**config.mk**
```make
export PLATFORM = sky130hd
export DESIGN_NAME = pts_queue
export DESIGN_NICKNAME = d
export VERILOG_FILES = /design/src/pts_pkg.sv /design/src/pts_queue.sv
export SDC_FILE = /design/constraint.sdc
export NUM_CORES = 1
export LEC_CHECK = 0
export BUFFER_PORTS_ARGS = -buffer_cell sky130_fd_sc_hd__buf_2
export CAP_MARGIN = 20
export CORE_ASPECT_RATIO = 0.5
export CORE_UTILIZATION = 30
export DETAILED_ROUTE_END_ITERATION = 16
export PLACE_DENSITY = 0.49
export SYNTH_ARGS = -nofsm -noshare
export SYNTH_HDL_FRONTEND = slang
export SYNTH_SLANG_ARGS = --single-unit
```
**constraint.sdc**
```tcl
create_clock -name clk -period 4.2 [get_ports clk]
set_input_delay 0.42 -clock clk [delete_from_list [all_inputs] [get_ports clk]]
set_output_delay 0.42 -clock clk [all_outputs]
set_load 0.05 [all_outputs]
```
**src/pts_pkg.sv**
```systemverilog
`timescale 1ns / 1ps
`default_nettype none
package pts_pkg;

	// Fixed widths, sized for the largest legal geometry
	localparam int LAT_W  = 13;   // latched sector size, up to 4096
	localparam int POS_W  = 12;   // byte position inside a sector
	localparam int TAB_W  = 17;   // entry array bytes, up to 128 * 512
	localparam int DIV_W  = 18;   // array bytes plus sector size minus one
	localparam int SECT_W = 8;    // array sectors, up to 128
	localparam int OFF_W  = 10;   // byte offset inside one entry
	localparam int ENT_AW = 7;    // entry index
	localparam int ENT_CW = 8;    // entry count
	localparam int ENT_DW = 384;  // stored entry: two GUIDs, first and last LBA

	// Scan phases
	localparam logic [1:0] PH_IDLE = 2'd0;
	localparam logic [1:0] PH_MBR  = 2'd1;
	localparam logic [1:0] PH_HDR  = 2'd2;
	localparam logic [1:0] PH_TAB  = 2'd3;

	// Input word kinds
	localparam logic [1:0] KIND_START = 2'd0;
	localparam logic [1:0] KIND_BYTE  = 2'd1;
	localparam logic [1:0] KIND_FAIL  = 2'd2;

	// Result word kinds
	localparam logic [1:0] RK_RECORD  = 2'd0;
	localparam logic [1:0] RK_REQUEST = 2'd1;
	localparam logic [1:0] RK_STATUS  = 2'd2;

	// Table schemes
	localparam logic [1:0] SCH_NONE = 2'd0;
	localparam logic [1:0] SCH_MBR  = 2'd1;
	localparam logic [1:0] SCH_GPT  = 2'd2;

	// Status codes
	localparam logic [2:0] ST_OK   = 3'd0;
	localparam logic [2:0] ST_ARG  = 3'd1;
	localparam logic [2:0] ST_IO   = 3'd2;
	localparam logic [2:0] ST_MBR  = 3'd3;
	localparam logic [2:0] ST_GPT  = 3'd4;
	localparam logic [2:0] ST_MANY = 3'd5;

	// Job codes passed from the front to the back
	localparam logic [2:0] JOB_REQ    = 3'd0;
	localparam logic [2:0] JOB_STATUS = 3'd1;
	localparam logic [2:0] JOB_START  = 3'd2;
	localparam logic [2:0] JOB_MBR    = 3'd3;
	localparam logic [2:0] JOB_HDR    = 3'd4;
	localparam logic [2:0] JOB_TAB    = 3'd5;

	localparam logic [31:0]      CRC_POLY   = 32'hEDB8_8320;
	localparam logic [15:0]      BOOT_SIG   = 16'hAA55;
	localparam logic [7:0]       PROT_TYPE  = 8'hEE;
	localparam logic [7:0]       BOOT_FLAG  = 8'h80;
	localparam logic [31:0]      HDR_MIN    = 32'd92;
	localparam logic [31:0]      ENTRY_MIN  = 32'd128;
	localparam logic [15:0]      SECTOR_MIN = 16'd512;
	localparam logic [POS_W-1:0] MBR_BASE   = 12'd446;
	localparam logic [POS_W-1:0] SIG_LO_POS = 12'd510;
	localparam logic [POS_W-1:0] SIG_HI_POS = 12'd511;
	// "EFI PART", first character in the low byte
	localparam logic [63:0]      EFI_SIG    = 64'h5452_4150_2049_4645;

	typedef struct packed {
		logic [2:0]  code;
		logic [2:0]  status;
		logic        flag;
		logic [63:0] lba;
	} job_t;

	typedef struct packed {
		logic              we;
		logic [ENT_AW-1:0] addr;
		logic [ENT_DW-1:0] data;
	} ent_wr_t;

	typedef struct packed {
		logic [3:0][127:0] slots;
		logic              sig_ok;
		logic [31:0]       hdr_len;
		logic [31:0]       hdr_crc;
		logic [31:0]       run_crc;
		logic [63:0]       hdr_lba;
		logic [63:0]       usable_first;
		logic [63:0]       usable_last;
		logic [63:0]       array_lba;
		logic [31:0]       entries;
		logic [31:0]       entry_bytes;
		logic [LAT_W-1:0]  lat_sector;
		logic [63:0]       lat_device;
	} scan_info_t;

	typedef struct packed {
		logic              go;
		logic [SECT_W-1:0] sectors;
		logic [TAB_W-1:0]  table_bytes;
	} tab_go_t;

	typedef struct packed {
		logic [1:0]  kind;
		logic [63:0] lba;
		logic [63:0] total;
		logic [63:0] tgl;
		logic [63:0] tgh;
		logic [63:0] ugl;
		logic [63:0] ugh;
		logic [7:0]  mtype;
		logic        boot;
		logic [1:0]  scheme;
		logic [2:0]  status;
		logic        last;
	} res_t;

	// Reflected CRC-32, one byte
	function automatic logic [31:0] crc_byte(input logic [31:0] c, input logic [7:0] b);
		logic [31:0] r;
		r = c ^ {24'd0, b};
		for (int k = 0; k < 8; k++) begin
			r = (r >> 1) ^ (r[0] ? CRC_POLY : 32'd0);
		end
		return r;
	endfunction

	function automatic res_t res_status(input logic [1:0] sch, input logic [2:0] st);
		res_t r;
		r = '0;
		r.kind = RK_STATUS;
		r.scheme = sch;
		r.status = st;
		r.last = 1'b1;
		return r;
	endfunction

	function automatic res_t res_request(input logic [63:0] lba);
		res_t r;
		r = '0;
		r.kind = RK_REQUEST;
		r.lba = lba;
		return r;
	endfunction

endpackage
`default_nettype wire

```
**src/pts_queue.sv**
```systemverilog
`timescale 1ns / 1ps
`default_nettype none
module pts_queue import pts_pkg::*; (
	input  wire logic clk,
	input  wire logic arst_n,
	input  wire logic push,
	input  wire job_t din,
	input  wire logic pop,
	output logic      valid,
	output job_t      dout
);

	job_t       slot_q [2];
	logic [1:0] cnt_q;
	logic       wr_q, rd_q;
	logic       do_push, do_pop;

	assign valid   = cnt_q != 2'd0;
	assign dout    = slot_q[rd_q];
	assign do_pop  = pop && valid;
	assign do_push = push && (cnt_q != 2'd2);

	// Two-word job queue
	always_ff @(posedge clk or negedge arst_n) begin
		if (!arst_n) begin
			cnt_q <= '0;
			wr_q  <= 1'b0;
			rd_q  <= 1'b0;
		end else begin
			if (do_push) begin
				wr_q <= ~wr_q;
			end
			if (do_pop) begin
				rd_q <= ~rd_q;
			end
			cnt_q <= cnt_q + {1'b0, do_push} - {1'b0, do_pop};
		end
	end

	always_ff @(posedge clk) begin
		if (do_push) begin
			slot_q[wr_q] <= din;
		end
	end

endmodule
`default_nettype wire

```
==> impl_metrics.ini <==
[timing]
max_freq_mhz = 367
finalSetupViolCount = 0
rsz0062_at_grt = no
maxSlewViolCount = 0
worstMarginPinSlew_ns = 0.779
period_needed_ns = 2.72
setup_tns_ns = 0
hold_viol = 0
fin_crit_sh_pct = 64.8
fin_skew_ns = 0.00671
worst_slew_margin_rel_pct = 48.0

[routing]
drt_iter0_drc = 95
via_per_inst = 4.00
routedWlPerCell_um = 15.0
ant_nets = 0
routed_wirelength_um = 10100
drt_pre_antenna_iters = 4
post-route-drc-count = 0
vias = 2690

[critical_path]
rrSetupSlack_ns = 2.53
slowest_stage = dfrtp_4
path_cells = buf_12 > mux2_2 > buf_2
rr_startpoint = cnt_q[1]
cp_slowest_stage_delay_ns = 0.93
worstSetupPathType = flip-flop to output port
critPathLaunchType = flip-flop
rr_endpoint = cnt_q[1]
rr_worst_depth = 7
cp-end-kind = output port
cp.arrival_ns = 2.30
worstPathRequired_ns = 3.78
path_max_fanout = 39

[synth]
synth-main-ff-cell = edfxtp_1
netlist_instances = 239
synth_edf_count = 142
yosys.area_share.simple_pct = 0.397
synth.area.top_cells = edfxtp_1 (75%), mux2_4 (18%), buf_12 (2.5%)
ys_seq_area_share_pct = 76.9
ys_warn_count = 0
yosys.area_share.adder_pct = 0.441
yosys.area.top_type_share_pct = 75.1
synth_compound_area_share_pct = 0.154
synth_most_common_cell = edfxtp_1
synth.avg_cell_area_um2 = 23.8
synth_common_cells = edfxtp_1 (142), mux2_4 (69), buf_12 (7)
syn_area_um2 = 5680
synth.distinct_cells = 14
yosysTopAreaCell = edfxtp_1
async_flop_share_pct = 2.74
syn-num-nets = 316
synth_top_family_by_area = multiplexers
synth_xor_area_share_pct = 0.617
ys_seq_elements = 146
synth.area.mux_share_pct = 18.6

[placed_design]
hpwlAfterDp_um = 6590
port_buffers = 146
gp_congestion = 0.643

[status]
status = finished, final reports clean

[power_and_ir_drop]
max-vdd-ir-drop_uv = 338
power.density_nw_per_um2 = 852
total_leakage_power_nw = 2.89

[min_path]
min_to = slot_q[1][64]
hp-class = input port to flip-flop
hold_path_depth = 1
hp-start = din[64]

[global_routing]
grt_pass1_vias = 2841
grt_start_max_net_pins = 40
grt-ovfl-total = 0
track_usage_pct = 10.8
antenna_found_initial = 1
grt_pass1_wl_um = 15500

[cells_and_area]
final_net_count = 479
drive_above_1_share_pct = 61.5
regArea_um2 = 4370
fin_util_pct = 39.3
n_fill_cell = 1738
diodes = 0
multi_input_area_um2 = 1160
syn_to_final_growth_pct = 27.8

[clock_network]
cts_resized = 0
cts_max_level = 4
cts_root_buf = clkbuf_16
cts_buffers = 17
post_cts_buffers = 0
worstSkewPairLatency_ns = 0.41
ctsHoldBuffers = 1
cts_buffer_depth = 2
path_clk_slew_ns = 0.06
cts_tree = yes
cts_sinks = 146

[floorplanning]
dieArea_um2 = 19500
fp.dieW_um = 197
die_y_um = 99.3
num_rows = 35
ios = 147
start_util_pct = 30.7
core-area_um2 = 18500

[job]
max_cap_viol_count = 0
registers in the layout (all words and copies together), names as in the netlist:
name	count
slot_q	142
wr_q	1
cnt_q	2
rd_q	1
worst max-delay path, delay by kind of cell (launching register included):
kind | cells | cell delay (ns)
DFF | 1 | 0.93
buffers and inverters | 2 | 0.55
muxes | 1 | 0.37
cell families after synthesis:
family                   Yosys count
multiplexers                      71
AO/OA/AOI/OAI                      1
AND/OR/NAND/NOR                    4
XOR/XNOR                           4
flip-flops                       146
buffers and inverters             11
adder cells (fa/ha/maj)            2
final cells by class:
cell class,instances,area share (%)
Sequential cell,146,60.2
Multi-Input combinational cell,82,16.1
Timing Repair Buffer,152,10.9
Clock buffer,19,5.97
Tap cell,259,4.47
Clock inverter,11,2.26
Inverter,3,0.155
power breakdown:
group | internal (W) | switching (W) | total (W)
registers | 0.00200 | 0.000185 | 0.00218
clock network | 0.000984 | 0.000552 | 0.00154
logic | 0.000814 | 0.00165 | 0.00246
placed cells by master, fill, tap and decap left out, types with 2 or more instances in the layout:
cell type    n
clkbuf_16   17
ha_1         2
mux2_2       2
xnor2_1      3
bufinv_16    4
buf_4        4
clkbuf_1     2
buf_2      146
dfrtp_1      3
edfxtp_1   142
clkinv_2     3
inv_1        3
mux2_4      69
clkinv_4     2
nor2_4       2
through the flow:
stage	hold slack [ns]	setup WS, ns	power [W]	cell area [um2]	instances
3_3_place_gp	0.234	1.85	0.00472	6650	641
4_1_cts	0.174	1.40	0.00629	7260	672
2_1_floorplan	0.124	0.197	0.00435	5680	239
6_report	0.200	1.48	0.00618	7260	672
3_5_place_dp	0.236	1.87	0.00472	6650	641
5_1_grt	0.175	1.37	0.00645	7260	672
routing by layer:
| layer | vias up | track usage, % | routed length (um) |
|---|---|---|---|
| met5 | - | 0 | 10 |
| met4 | 2 | 4.33 | 101 |
| met3 | 10 | 3.73 | 388 |
| met2 | 44 | 18.4 | 5260 |
| met1 | 1365 | 12.6 | 4340 |
| li1 | 1269 | - | - |
how the worst max path moves through the flow:
stage,from,endpoint,slack (ns),cells after the start
4_1_cts,rd_q,dout[70],1.40,3
3_3_place_gp,rd_q,dout[0],1.85,3
5_1_grt,rd_q,dout[70],1.37,3
3_5_place_dp,rd_q,dout[70],1.87,3
2_1_floorplan,cnt_q[1],slot_q[0][0],0.20,3
6_report,rd_q,dout[70],1.48,3
No activity file was read; power rests on OpenSTA's default activity.
