$ cat src/pts_pkg.sv
`timescale 1ns / 1ps
`default_nettype none
package pts_pkg;

	// Fixed widths, sized for the largest legal geometry
	localparam int LAT_W  = 13;   // latched sector size, up to 4096
	localparam int POS_W  = 12;   // byte position inside a sector
	localparam int TAB_W  = 17;   // entry array bytes, up to 128 * 512
	localparam int DIV_W  = 18;   // array bytes plus sector size minus one
	localparam int SECT_W = 8;    // array sectors, up to 128
	localparam int OFF_W  = 10;   // byte offset inside one entry
	localparam int ENT_AW = 7;    // entry index
	localparam int ENT_CW = 8;    // entry count
	localparam int ENT_DW = 384;  // stored entry: two GUIDs, first and last LBA

	// Scan phases
	localparam logic [1:0] PH_IDLE = 2'd0;
	localparam logic [1:0] PH_MBR  = 2'd1;
	localparam logic [1:0] PH_HDR  = 2'd2;
	localparam logic [1:0] PH_TAB  = 2'd3;

	// Input word kinds
	localparam logic [1:0] KIND_START = 2'd0;
	localparam logic [1:0] KIND_BYTE  = 2'd1;
	localparam logic [1:0] KIND_FAIL  = 2'd2;

	// Result word kinds
	localparam logic [1:0] RK_RECORD  = 2'd0;
	localparam logic [1:0] RK_REQUEST = 2'd1;
	localparam logic [1:0] RK_STATUS  = 2'd2;

	// Table schemes
	localparam logic [1:0] SCH_NONE = 2'd0;
	localparam logic [1:0] SCH_MBR  = 2'd1;
	localparam logic [1:0] SCH_GPT  = 2'd2;

	// Status codes
	localparam logic [2:0] ST_OK   = 3'd0;
	localparam logic [2:0] ST_ARG  = 3'd1;
	localparam logic [2:0] ST_IO   = 3'd2;
	localparam logic [2:0] ST_MBR  = 3'd3;
	localparam logic [2:0] ST_GPT  = 3'd4;
	localparam logic [2:0] ST_MANY = 3'd5;

	// Job codes passed from the front to the back
	localparam logic [2:0] JOB_REQ    = 3'd0;
	localparam logic [2:0] JOB_STATUS = 3'd1;
	localparam logic [2:0] JOB_START  = 3'd2;
	localparam logic [2:0] JOB_MBR    = 3'd3;
	localparam logic [2:0] JOB_HDR    = 3'd4;
	localparam logic [2:0] JOB_TAB    = 3'd5;

	localparam logic [31:0]      CRC_POLY   = 32'hEDB8_8320;
	localparam logic [15:0]      BOOT_SIG   = 16'hAA55;
	localparam logic [7:0]       PROT_TYPE  = 8'hEE;
	localparam logic [7:0]       BOOT_FLAG  = 8'h80;
	localparam logic [31:0]      HDR_MIN    = 32'd92;
	localparam logic [31:0]      ENTRY_MIN  = 32'd128;
	localparam logic [15:0]      SECTOR_MIN = 16'd512;
	localparam logic [POS_W-1:0] MBR_BASE   = 12'd446;
	localparam logic [POS_W-1:0] SIG_LO_POS = 12'd510;
	localparam logic [POS_W-1:0] SIG_HI_POS = 12'd511;
	// "EFI PART", first character in the low byte
	localparam logic [63:0]      EFI_SIG    = 64'h5452_4150_2049_4645;

	typedef struct packed {
		logic [2:0]  code;
		logic [2:0]  status;
		logic        flag;
		logic [63:0] lba;
	} job_t;

	typedef struct packed {
		logic              we;
		logic [ENT_AW-1:0] addr;
		logic [ENT_DW-1:0] data;
	} ent_wr_t;

	typedef struct packed {
		logic [3:0][127:0] slots;
		logic              sig_ok;
		logic [31:0]       hdr_len;
		logic [31:0]       hdr_crc;
		logic [31:0]       run_crc;
		logic [63:0]       hdr_lba;
		logic [63:0]       usable_first;
		logic [63:0]       usable_last;
		logic [63:0]       array_lba;
		logic [31:0]       entries;
		logic [31:0]       entry_bytes;
		logic [LAT_W-1:0]  lat_sector;
		logic [63:0]       lat_device;
	} scan_info_t;

	typedef struct packed {
		logic              go;
		logic [SECT_W-1:0] sectors;
		logic [TAB_W-1:0]  table_bytes;
	} tab_go_t;

	typedef struct packed {
		logic [1:0]  kind;
		logic [63:0] lba;
		logic [63:0] total;
		logic [63:0] tgl;
		logic [63:0] tgh;
		logic [63:0] ugl;
		logic [63:0] ugh;
		logic [7:0]  mtype;
		logic        boot;
		logic [1:0]  scheme;
		logic [2:0]  status;
		logic        last;
	} res_t;

	// Reflected CRC-32, one byte
	function automatic logic [31:0] crc_byte(input logic [31:0] c, input logic [7:0] b);
		logic [31:0] r;
		r = c ^ {24'd0, b};
		for (int k = 0; k < 8; k++) begin
			r = (r >> 1) ^ (r[0] ? CRC_POLY : 32'd0);
		end
		return r;
	endfunction

	function automatic res_t res_status(input logic [1:0] sch, input logic [2:0] st);
		res_t r;
		r = '0;
		r.kind = RK_STATUS;
		r.scheme = sch;
		r.status = st;
		r.last = 1'b1;
		return r;
	endfunction

	function automatic res_t res_request(input logic [63:0] lba);
		res_t r;
		r = '0;
		r.kind = RK_REQUEST;
		r.lba = lba;
		return r;
	endfunction

endpackage
`default_nettype wire

$ cat src/pts_front.sv
`timescale 1ns / 1ps
`default_nettype none
module pts_front import pts_pkg::*; #(
	parameter int MAX_SECTOR_BYTES = 4096
) (
	input  wire logic        clk,
	input  wire logic        arst_n,
	input  wire logic        in_acc,
	input  wire logic [1:0]  kind,
	input  wire logic [7:0]  data_byte,
	input  wire logic        cfg_we,
	input  wire logic        cfg_index,
	input  wire logic [63:0] cfg_data,
	input  wire tab_go_t     tab_go,
	output logic             push,
	output job_t             job,
	output scan_info_t       info,
	output ent_wr_t          ent_wr
);

	logic [15:0]       sb_q;
	logic [63:0]       ds_q;
	logic [1:0]        phase_q;
	logic [POS_W-1:0]  pos_q;
	logic [LAT_W-1:0]  lat_sec_q;
	logic [63:0]       lat_dev_q;
	logic [3:0][127:0] slot_q;
	logic [15:0]       bsig_q;
	logic [31:0]       crc_q;
	logic              sig_ok_q;
	logic [31:0]       hlen_q, hcrc_q, ents_q, eb_q, acrc_q;
	logic [63:0]       hlba_q, uf_q, ul_q, alba_q;
	logic [TAB_W-1:0]  tab_total_q, tab_cnt_q;
	logic [OFF_W-1:0]  off_q;
	logic [ENT_AW-1:0] eidx_q;
	logic [ENT_DW-1:0] asm_q;
	logic [SECT_W-1:0] sleft_q;
	logic [63:0]       req_lba_q;

	logic              is_byte, end_sec, start_bad, has_ee, hdr_zero, hdr_crc_en;
	logic              tab_take, entry_end;
	logic [31:0]       crc_hdr_n, crc_tab_n, crc_tab_sel;
	logic [15:0]       bsig_n;
	logic [ENT_DW-1:0] asm_n;
	logic [POS_W-1:0]  mbr_off;

	assign is_byte   = in_acc && (kind == KIND_BYTE) && (phase_q != PH_IDLE);
	assign end_sec   = ({1'b0, pos_q} + 13'd1) >= lat_sec_q;
	assign start_bad = (sb_q < SECTOR_MIN) || (sb_q > 16'(MAX_SECTOR_BYTES)) || (ds_q < 64'd2);
	assign has_ee    = (slot_q[0][39:32] == PROT_TYPE) || (slot_q[1][39:32] == PROT_TYPE) ||
	                   (slot_q[2][39:32] == PROT_TYPE) || (slot_q[3][39:32] == PROT_TYPE);
	assign mbr_off   = pos_q - MBR_BASE;

	// Header CRC: its own CRC field counts as zero
	assign hdr_zero   = (pos_q >= 12'd16) && (pos_q < 12'd20);
	assign hdr_crc_en = (pos_q < 12'd16) || ({20'd0, pos_q} < hlen_q);
	assign crc_hdr_n  = crc_byte(crc_q, hdr_zero ? 8'd0 : data_byte);

	// Entry array bytes
	assign tab_take    = tab_cnt_q < tab_total_q;
	assign crc_tab_n   = crc_byte(crc_q, data_byte);
	assign crc_tab_sel = tab_take ? crc_tab_n : crc_q;
	assign entry_end   = (off_q + 10'd1) == eb_q[OFF_W-1:0];

	always_comb begin
		bsig_n = bsig_q;
		if (pos_q == SIG_LO_POS) begin
			bsig_n[7:0] = data_byte;
		end else if (pos_q == SIG_HI_POS) begin
			bsig_n[15:8] = data_byte;
		end
	end

	// Entry assembly, cleared on the first byte of each entry
	always_comb begin
		asm_n = (off_q == '0) ? '0 : asm_q;
		if (off_q < 10'd48) begin
			asm_n[off_q[5:0]*8 +: 8] = data_byte;
		end
	end

	assign ent_wr.we   = is_byte && (phase_q == PH_TAB) && tab_take && entry_end;
	assign ent_wr.addr = eidx_q;
	assign ent_wr.data = asm_n;

	assign info.slots        = slot_q;
	assign info.sig_ok       = sig_ok_q;
	assign info.hdr_len      = hlen_q;
	assign info.hdr_crc      = hcrc_q;
	assign info.run_crc      = crc_q;
	assign info.hdr_lba      = hlba_q;
	assign info.usable_first = uf_q;
	assign info.usable_last  = ul_q;
	assign info.array_lba    = alba_q;
	assign info.entries      = ents_q;
	assign info.entry_bytes  = eb_q;
	assign info.lat_sector   = lat_sec_q;
	assign info.lat_device   = lat_dev_q;

	// Job for the back end
	always_comb begin
		push = 1'b0;
		job  = '0;
		if (in_acc && (kind == KIND_START)) begin
			push     = 1'b1;
			job.code = JOB_START;
			job.flag = start_bad;
		end else if (in_acc && (kind == KIND_FAIL) && (phase_q != PH_IDLE)) begin
			push       = 1'b1;
			job.code   = JOB_STATUS;
			job.status = ST_IO;
		end else if (is_byte && end_sec) begin
			push = 1'b1;
			case (phase_q)
				PH_MBR: begin
					if (bsig_n != BOOT_SIG) begin
						job.code   = JOB_STATUS;
						job.status = ST_MBR;
					end else if (has_ee) begin
						job.code = JOB_REQ;
						job.lba  = 64'd1;
					end else begin
						job.code = JOB_MBR;
					end
				end
				PH_HDR: job.code = JOB_HDR;
				default: begin
					if (sleft_q > 8'd1) begin
						job.code = JOB_REQ;
						job.lba  = req_lba_q + 64'd1;
					end else begin
						job.code = JOB_TAB;
						job.flag = (~crc_tab_sel == acrc_q);
					end
				end
			endcase
		end
	end

	// Scan state
	always_ff @(posedge clk or negedge arst_n) begin
		if (!arst_n) begin
			sb_q        <= 16'd512;
			ds_q        <= 64'd2;
			phase_q     <= PH_IDLE;
			pos_q       <= '0;
			lat_sec_q   <= 13'd512;
			lat_dev_q   <= 64'd2;
			bsig_q      <= '0;
			crc_q       <= '1;
			sig_ok_q    <= 1'b0;
			hlen_q      <= '0;
			hcrc_q      <= '0;
			hlba_q      <= '0;
			uf_q        <= '0;
			ul_q        <= '0;
			alba_q      <= '0;
			ents_q      <= '0;
			eb_q        <= '0;
			acrc_q      <= '0;
			tab_total_q <= '0;
			tab_cnt_q   <= '0;
			off_q       <= '0;
			eidx_q      <= '0;
			sleft_q     <= '0;
			req_lba_q   <= '0;
		end else begin
			if (cfg_we) begin
				if (cfg_index) begin
					ds_q <= cfg_data;
				end else begin
					sb_q <= cfg_data[15:0];
				end
			end

			if (tab_go.go) begin
				phase_q     <= PH_TAB;
				pos_q       <= '0;
				tab_cnt_q   <= '0;
				tab_total_q <= tab_go.table_bytes;
				crc_q       <= '1;
				sleft_q     <= tab_go.sectors;
				off_q       <= '0;
				eidx_q      <= '0;
				req_lba_q   <= alba_q;
			end

			if (in_acc && (kind == KIND_START)) begin
				if (start_bad) begin
					phase_q <= PH_IDLE;
				end else begin
					phase_q   <= PH_MBR;
					lat_sec_q <= sb_q[LAT_W-1:0];
					lat_dev_q <= ds_q;
					pos_q     <= '0;
					bsig_q    <= '0;
				end
			end else if (in_acc && (kind == KIND_FAIL) && (phase_q != PH_IDLE)) begin
				phase_q <= PH_IDLE;
			end else if (is_byte) begin
				pos_q <= end_sec ? '0 : pos_q + 12'd1;
				case (phase_q)
					PH_MBR: begin
						bsig_q <= bsig_n;
						if ((pos_q >= MBR_BASE) && (pos_q < SIG_LO_POS)) begin
							slot_q[mbr_off[5:4]][mbr_off[3:0]*8 +: 8] <= data_byte;
						end
						if (end_sec) begin
							if ((bsig_n == BOOT_SIG) && has_ee) begin
								phase_q  <= PH_HDR;
								crc_q    <= '1;
								sig_ok_q <= 1'b1;
								hlen_q   <= '0;
								hcrc_q   <= '0;
								hlba_q   <= '0;
								uf_q     <= '0;
								ul_q     <= '0;
								alba_q   <= '0;
								ents_q   <= '0;
								eb_q     <= '0;
								acrc_q   <= '0;
							end else begin
								phase_q <= PH_IDLE;
							end
						end
					end
					PH_HDR: begin
						if ((pos_q < 12'd8) && (data_byte != EFI_SIG[pos_q[2:0]*8 +: 8])) begin
							sig_ok_q <= 1'b0;
						end
						if (hdr_crc_en) begin
							crc_q <= crc_hdr_n;
						end
						case (pos_q) inside
							[12'd12:12'd15]: hlen_q[pos_q[1:0]*8 +: 8] <= data_byte;
							[12'd16:12'd19]: hcrc_q[pos_q[1:0]*8 +: 8] <= data_byte;
							[12'd24:12'd31]: hlba_q[pos_q[2:0]*8 +: 8] <= data_byte;
							[12'd40:12'd47]: uf_q[pos_q[2:0]*8 +: 8]   <= data_byte;
							[12'd48:12'd55]: ul_q[pos_q[2:0]*8 +: 8]   <= data_byte;
							[12'd72:12'd79]: alba_q[pos_q[2:0]*8 +: 8] <= data_byte;
							[12'd80:12'd83]: ents_q[pos_q[1:0]*8 +: 8] <= data_byte;
							[12'd84:12'd87]: eb_q[pos_q[1:0]*8 +: 8]   <= data_byte;
							[12'd88:12'd91]: acrc_q[pos_q[1:0]*8 +: 8] <= data_byte;
							default: ;
						endcase
						if (end_sec) begin
							phase_q <= PH_IDLE;
						end
					end
					default: begin
						if (tab_take) begin
							crc_q     <= crc_tab_n;
							asm_q     <= asm_n;
							tab_cnt_q <= tab_cnt_q + 17'd1;
							if (entry_end) begin
								off_q  <= '0;
								eidx_q <= eidx_q + 7'd1;
							end else begin
								off_q <= off_q + 10'd1;
							end
						end
						if (end_sec) begin
							if (sleft_q > 8'd1) begin
								sleft_q   <= sleft_q - 8'd1;
								req_lba_q <= req_lba_q + 64'd1;
							end else begin
								sleft_q <= '0;
								phase_q <= PH_IDLE;
							end
						end
					end
				endcase
			end
		end
	end

endmodule
`default_nettype wire

$ cat config.mk
export PLATFORM = sky130hd
export DESIGN_NAME = pts_front
export DESIGN_NICKNAME = d
export VERILOG_FILES = /design/src/pts_pkg.sv /design/src/pts_front.sv
export SDC_FILE = /design/constraint.sdc
export NUM_CORES = 2
export LEC_CHECK = 0
export BUFFER_PORTS_ARGS = -buffer_cell sky130_fd_sc_hd__buf_4
export CAP_MARGIN = 20
export CELL_PAD_IN_SITES_DETAIL_PLACEMENT = 1
export CELL_PAD_IN_SITES_GLOBAL_PLACEMENT = 2
export CORE_AREA = 4 4 609 611
export CTS_CLUSTER_DIAMETER = 80
export DETAILED_ROUTE_END_ITERATION = 10
export DIE_AREA = 0 0 613 615
export GPL_TIMING_DRIVEN = 0
export PLACE_DENSITY = 0.52
export REMOVE_ABC_BUFFERS = 1
export SYNTH_ARGS = -nofsm -noshare
export SYNTH_HDL_FRONTEND = slang
export SYNTH_SLANG_ARGS = --single-unit
$ cat constraint.sdc
create_clock -name clk -period 28 [get_ports clk]
set_input_delay 4.2 -clock clk [delete_from_list [all_inputs] [get_ports clk]]
set_output_delay 4.2 -clock clk [all_outputs]
set_load 0.01 [all_outputs]
==> flow_summary.yaml <==
status:
  outcome: "finished clean"
placed_design:
  port-buffer-count: 1573
  place_hpwl_mm: 332.3
  gp_congestion: 0.8491
  dpl_cell_area_sq_um: 91050
worst_setup_path:
  crit_chain: "buf_4 -> buf_16 -> xnor2_1 -> xnor2_2 -> xnor3_1 -> a2111oi_0 -> a21oi_1 -> xnor2_1 -> o2111ai_1 -> nor4_1 -> nand2_1 -> o21ai_1 -> buf_4"
  cp-start-kind: "input pin"
  crit_slowest_cell: "a2111oi_0"
  cpPeakStageDelay_ns: 0.69
  cp_max_fo: 32
  path_class: "in2out"
  critPathCaptureType: "output pin"
  critPathArrivalTime_ns: 9.07
  crit_buf_inv: 3
  critical-path-top-delay-family: "XOR/XNOR gates"
  cp.required_ns: 23.80
grt:
  grt_max_degree: 111
  grt_pass1_vias: 60350
  grt_pass1_wl_mm: 562.0
  grt-ovfl-total: 0
  grt_use_total_pct: 21.48
  antenna_found_initial: 58
logic_synthesis:
  syn_inst: 6199
  synth-edff-count: 896
  synth_seq_cells: 1655
  syn_avg_cell_area_sq_um: 11.64
  synth.most_common_cell: "edfxtp_1"
  synth_top_area_share_pct: 37.30
  synth_area_leader_cell: "edfxtp_1"
  syn-cell-area_sq_um: 72130
  synthTopCellsByCount: "edfxtp_1, nand2_1, dfrtp_1"
  seq_area_frac_synth_pct: 63.69
  async_reset_ff_share_pct: 45.86
  synth-main-ff-cell: "edfxtp_1"
  yosysWarnings: 0
  synth.distinct_cells: 79
  synthTopCellsByArea: "edfxtp_1, dfrtp_1, o21ai_0, nand2_1, mux2_2"
drt:
  drt_iter0_markers: 4599
  final_antenna_net_count: 0
  vias_per_cell: 4.629
  wirelength_mm: 422.7
  vias: 59090
  route.detailed.drc: 0
  wl_per_cell_um: 33.12
  dr.pass1.iters: 5
clock_network:
  cts_buffers: 214
  cts_buffer_depth: 4
  cts_resized: 0
  cts.hold.buffers_added: 0
  cts_root_buf: "clkbuf_16"
  clock-sinks: 1655
  clkSlewWorstSetupHoldPaths_ns: 0.06
  post_cts_buffers: 0
  cts_tree: "done"
  htree_levels: 4
  clock_latency_ns: 0.93
timing:
  setup_viol: 0
  relSlewSlack_pct: 20.17
  skew_ns: 0.08306
  finalCriticalPeriod_ns: 13.27
  rsz0062_at_grt: "false"
  max_freq_mhz: 75.34
  worstMarginPinSlew_ns: 1.193
  hold_viol_final: 0
  min_period_over_period_pct: 47.40
  drv_slew: 0
floorplanning:
  pin_count: 1575
  start_util_pct: 19.76
  fp.coreArea_sq_um: 365000
  die_w_um: 613
  die_height_um: 615
  die_area_sq_um: 377000
  num_rows: 222
final_layout:
  nNetsFinal: 7917
  final_layout_size_suffix_gt1_share_pct: 30.57
  fillers: 40590
  fin_util_pct: 26.97
  final_area_sq_um: 98430
  area_growth_pct: 36.46
power_and_ir_drop:
  ir_drop_uv: 51.02
  totalPowerFinal_w: 0.007731
  leakagePower_nw: 38.93
  powerDensity_nw_per_um2: 78.54
job:
  max_cap_viol_count: 0
hold_path:
  hp-class: "reg2reg"
## flip-flops by register name (all words and copies together), names as in the netlist, 32 cells and up
register   flops
hcrc_q        32
alba_q        64
hlen_q        32
info         512
acrc_q        32
ents_q        32
req_lba_q     64
ul_q          64
hlba_q        64
eb_q          32
lat_dev_q     64
crc_q         32
ds_q          64
asm_q        384
uf_q          64
## cell usage in the layout (no fill, tap or decap), types with 25 or more instances in the layout
master	instances
a21oi_1	114
ha_1	64
clkbuf_1	47
buf_16	49
buf_4	1590
and2_1	76
xnor2_1	174
inv_1	83
o2bb2ai_1	54
nor3_1	56
nand2b_1	25
a22o_1	116
clkinv_2	31
edfxtp_1	896
clkbuf_16	216
nand2_1	842
nand3_1	461
nor4_1	48
o31ai_1	72
a211oi_1	26
nor2_1	444
clkinv_1	28
mux2_2	276
xor2_1	85
a221o_1	29
dfrtp_1	723
nand4_1	44
dfstp_2	36
mux2i_1	33
o21ai_0	676
and3_1	56
## layer usage
layer | wire, um | GRT usage, % | vias to the layer above
li1 | - | - | 25630
met1 | 169300 | 25.99 | 31050
met2 | 209300 | 37.30 | 1904
met3 | 29240 | 5.295 | 493
met4 | 14790 | 6.701 | 18
met5 | 124 | 0 | -
## area by class of cell
class / count / area [sq um] / area share (%)
sequential: 1655 / 45940 / 46.68
antenna: 21 / 52.55 / 0.05339
clock buffer: 282 / 5843 / 5.936
multi-input combinational: 4085 / 24680 / 25.07
tap: 4816 / 6026 / 6.122
timing repair buffer: 1706 / 14220 / 14.45
clock inverter: 115 / 1351 / 1.373
inverter: 84 / 315.3 / 0.3203
## logic make-up (layout without fill, tap and decap cells)
family,count (synthesis),after routing,share of synthesized area [%]
AOI/OAI and AO/OA,1236,1236,10.57
muxes,311,311,4.798
adders and majority gates,66,66,1.145
and+or+nand+nor,2197,2197,13.77
other,1,22,0.005199
buffers and inverters,459,2187,2.472
xor gates and xnor gates,274,274,3.542
DFF,1655,1655,63.69
## per-stage QoR
step / setup TNS, ns / hold slack [ns] / worst slack, ns / std cells
6_report: 0 / 0.4794 / 14.73 / 12760
5_1_grt: 0 / 0.5075 / 14.52 / 12750
4_1_cts: 0 / 0.4864 / 14.66 / 12730
3_5_place_dp: 0 / 0.4743 / 14.69 / 12330
3_3_place_gp: -184.49 / 0.4633 / -0.5592 / 12210
2_1_floorplan: 0 / 0.4574 / 12.85 / 5824
## power breakdown
group / total, W / internal [W] / switching [W]
clock network: 0.00288 / 0.00167 / 0.00121
registers: 0.00292 / 0.00274 / 0.000175
logic: 0.00194 / 0.000763 / 0.00117
## path summary, 6_finish.rpt
path                         startpoint      endpoint  slack [ns]  depth (start not counted)
max                        data_byte[3]       job[64]       14.73                         13
min                          ents_q[20]    ents_q[20]        0.48                          2
max reg2reg                    pos_q[0]    ents_q[14]       21.02                         16
min reg2reg                  ents_q[20]    ents_q[20]        0.48                          2
max in group asynchronous        arst_n  lat_sec_q[3]       22.01                          5
min in group asynchronous        arst_n    hlba_q[35]        3.25                          1
## tightest hold or removal path, stage by stage, from the launching register on
cell and delay (ns):
dfrtp_1 0.34, nand2_1 0.05, o21ai_0 0.06
(Power assumes the default switching activity.)
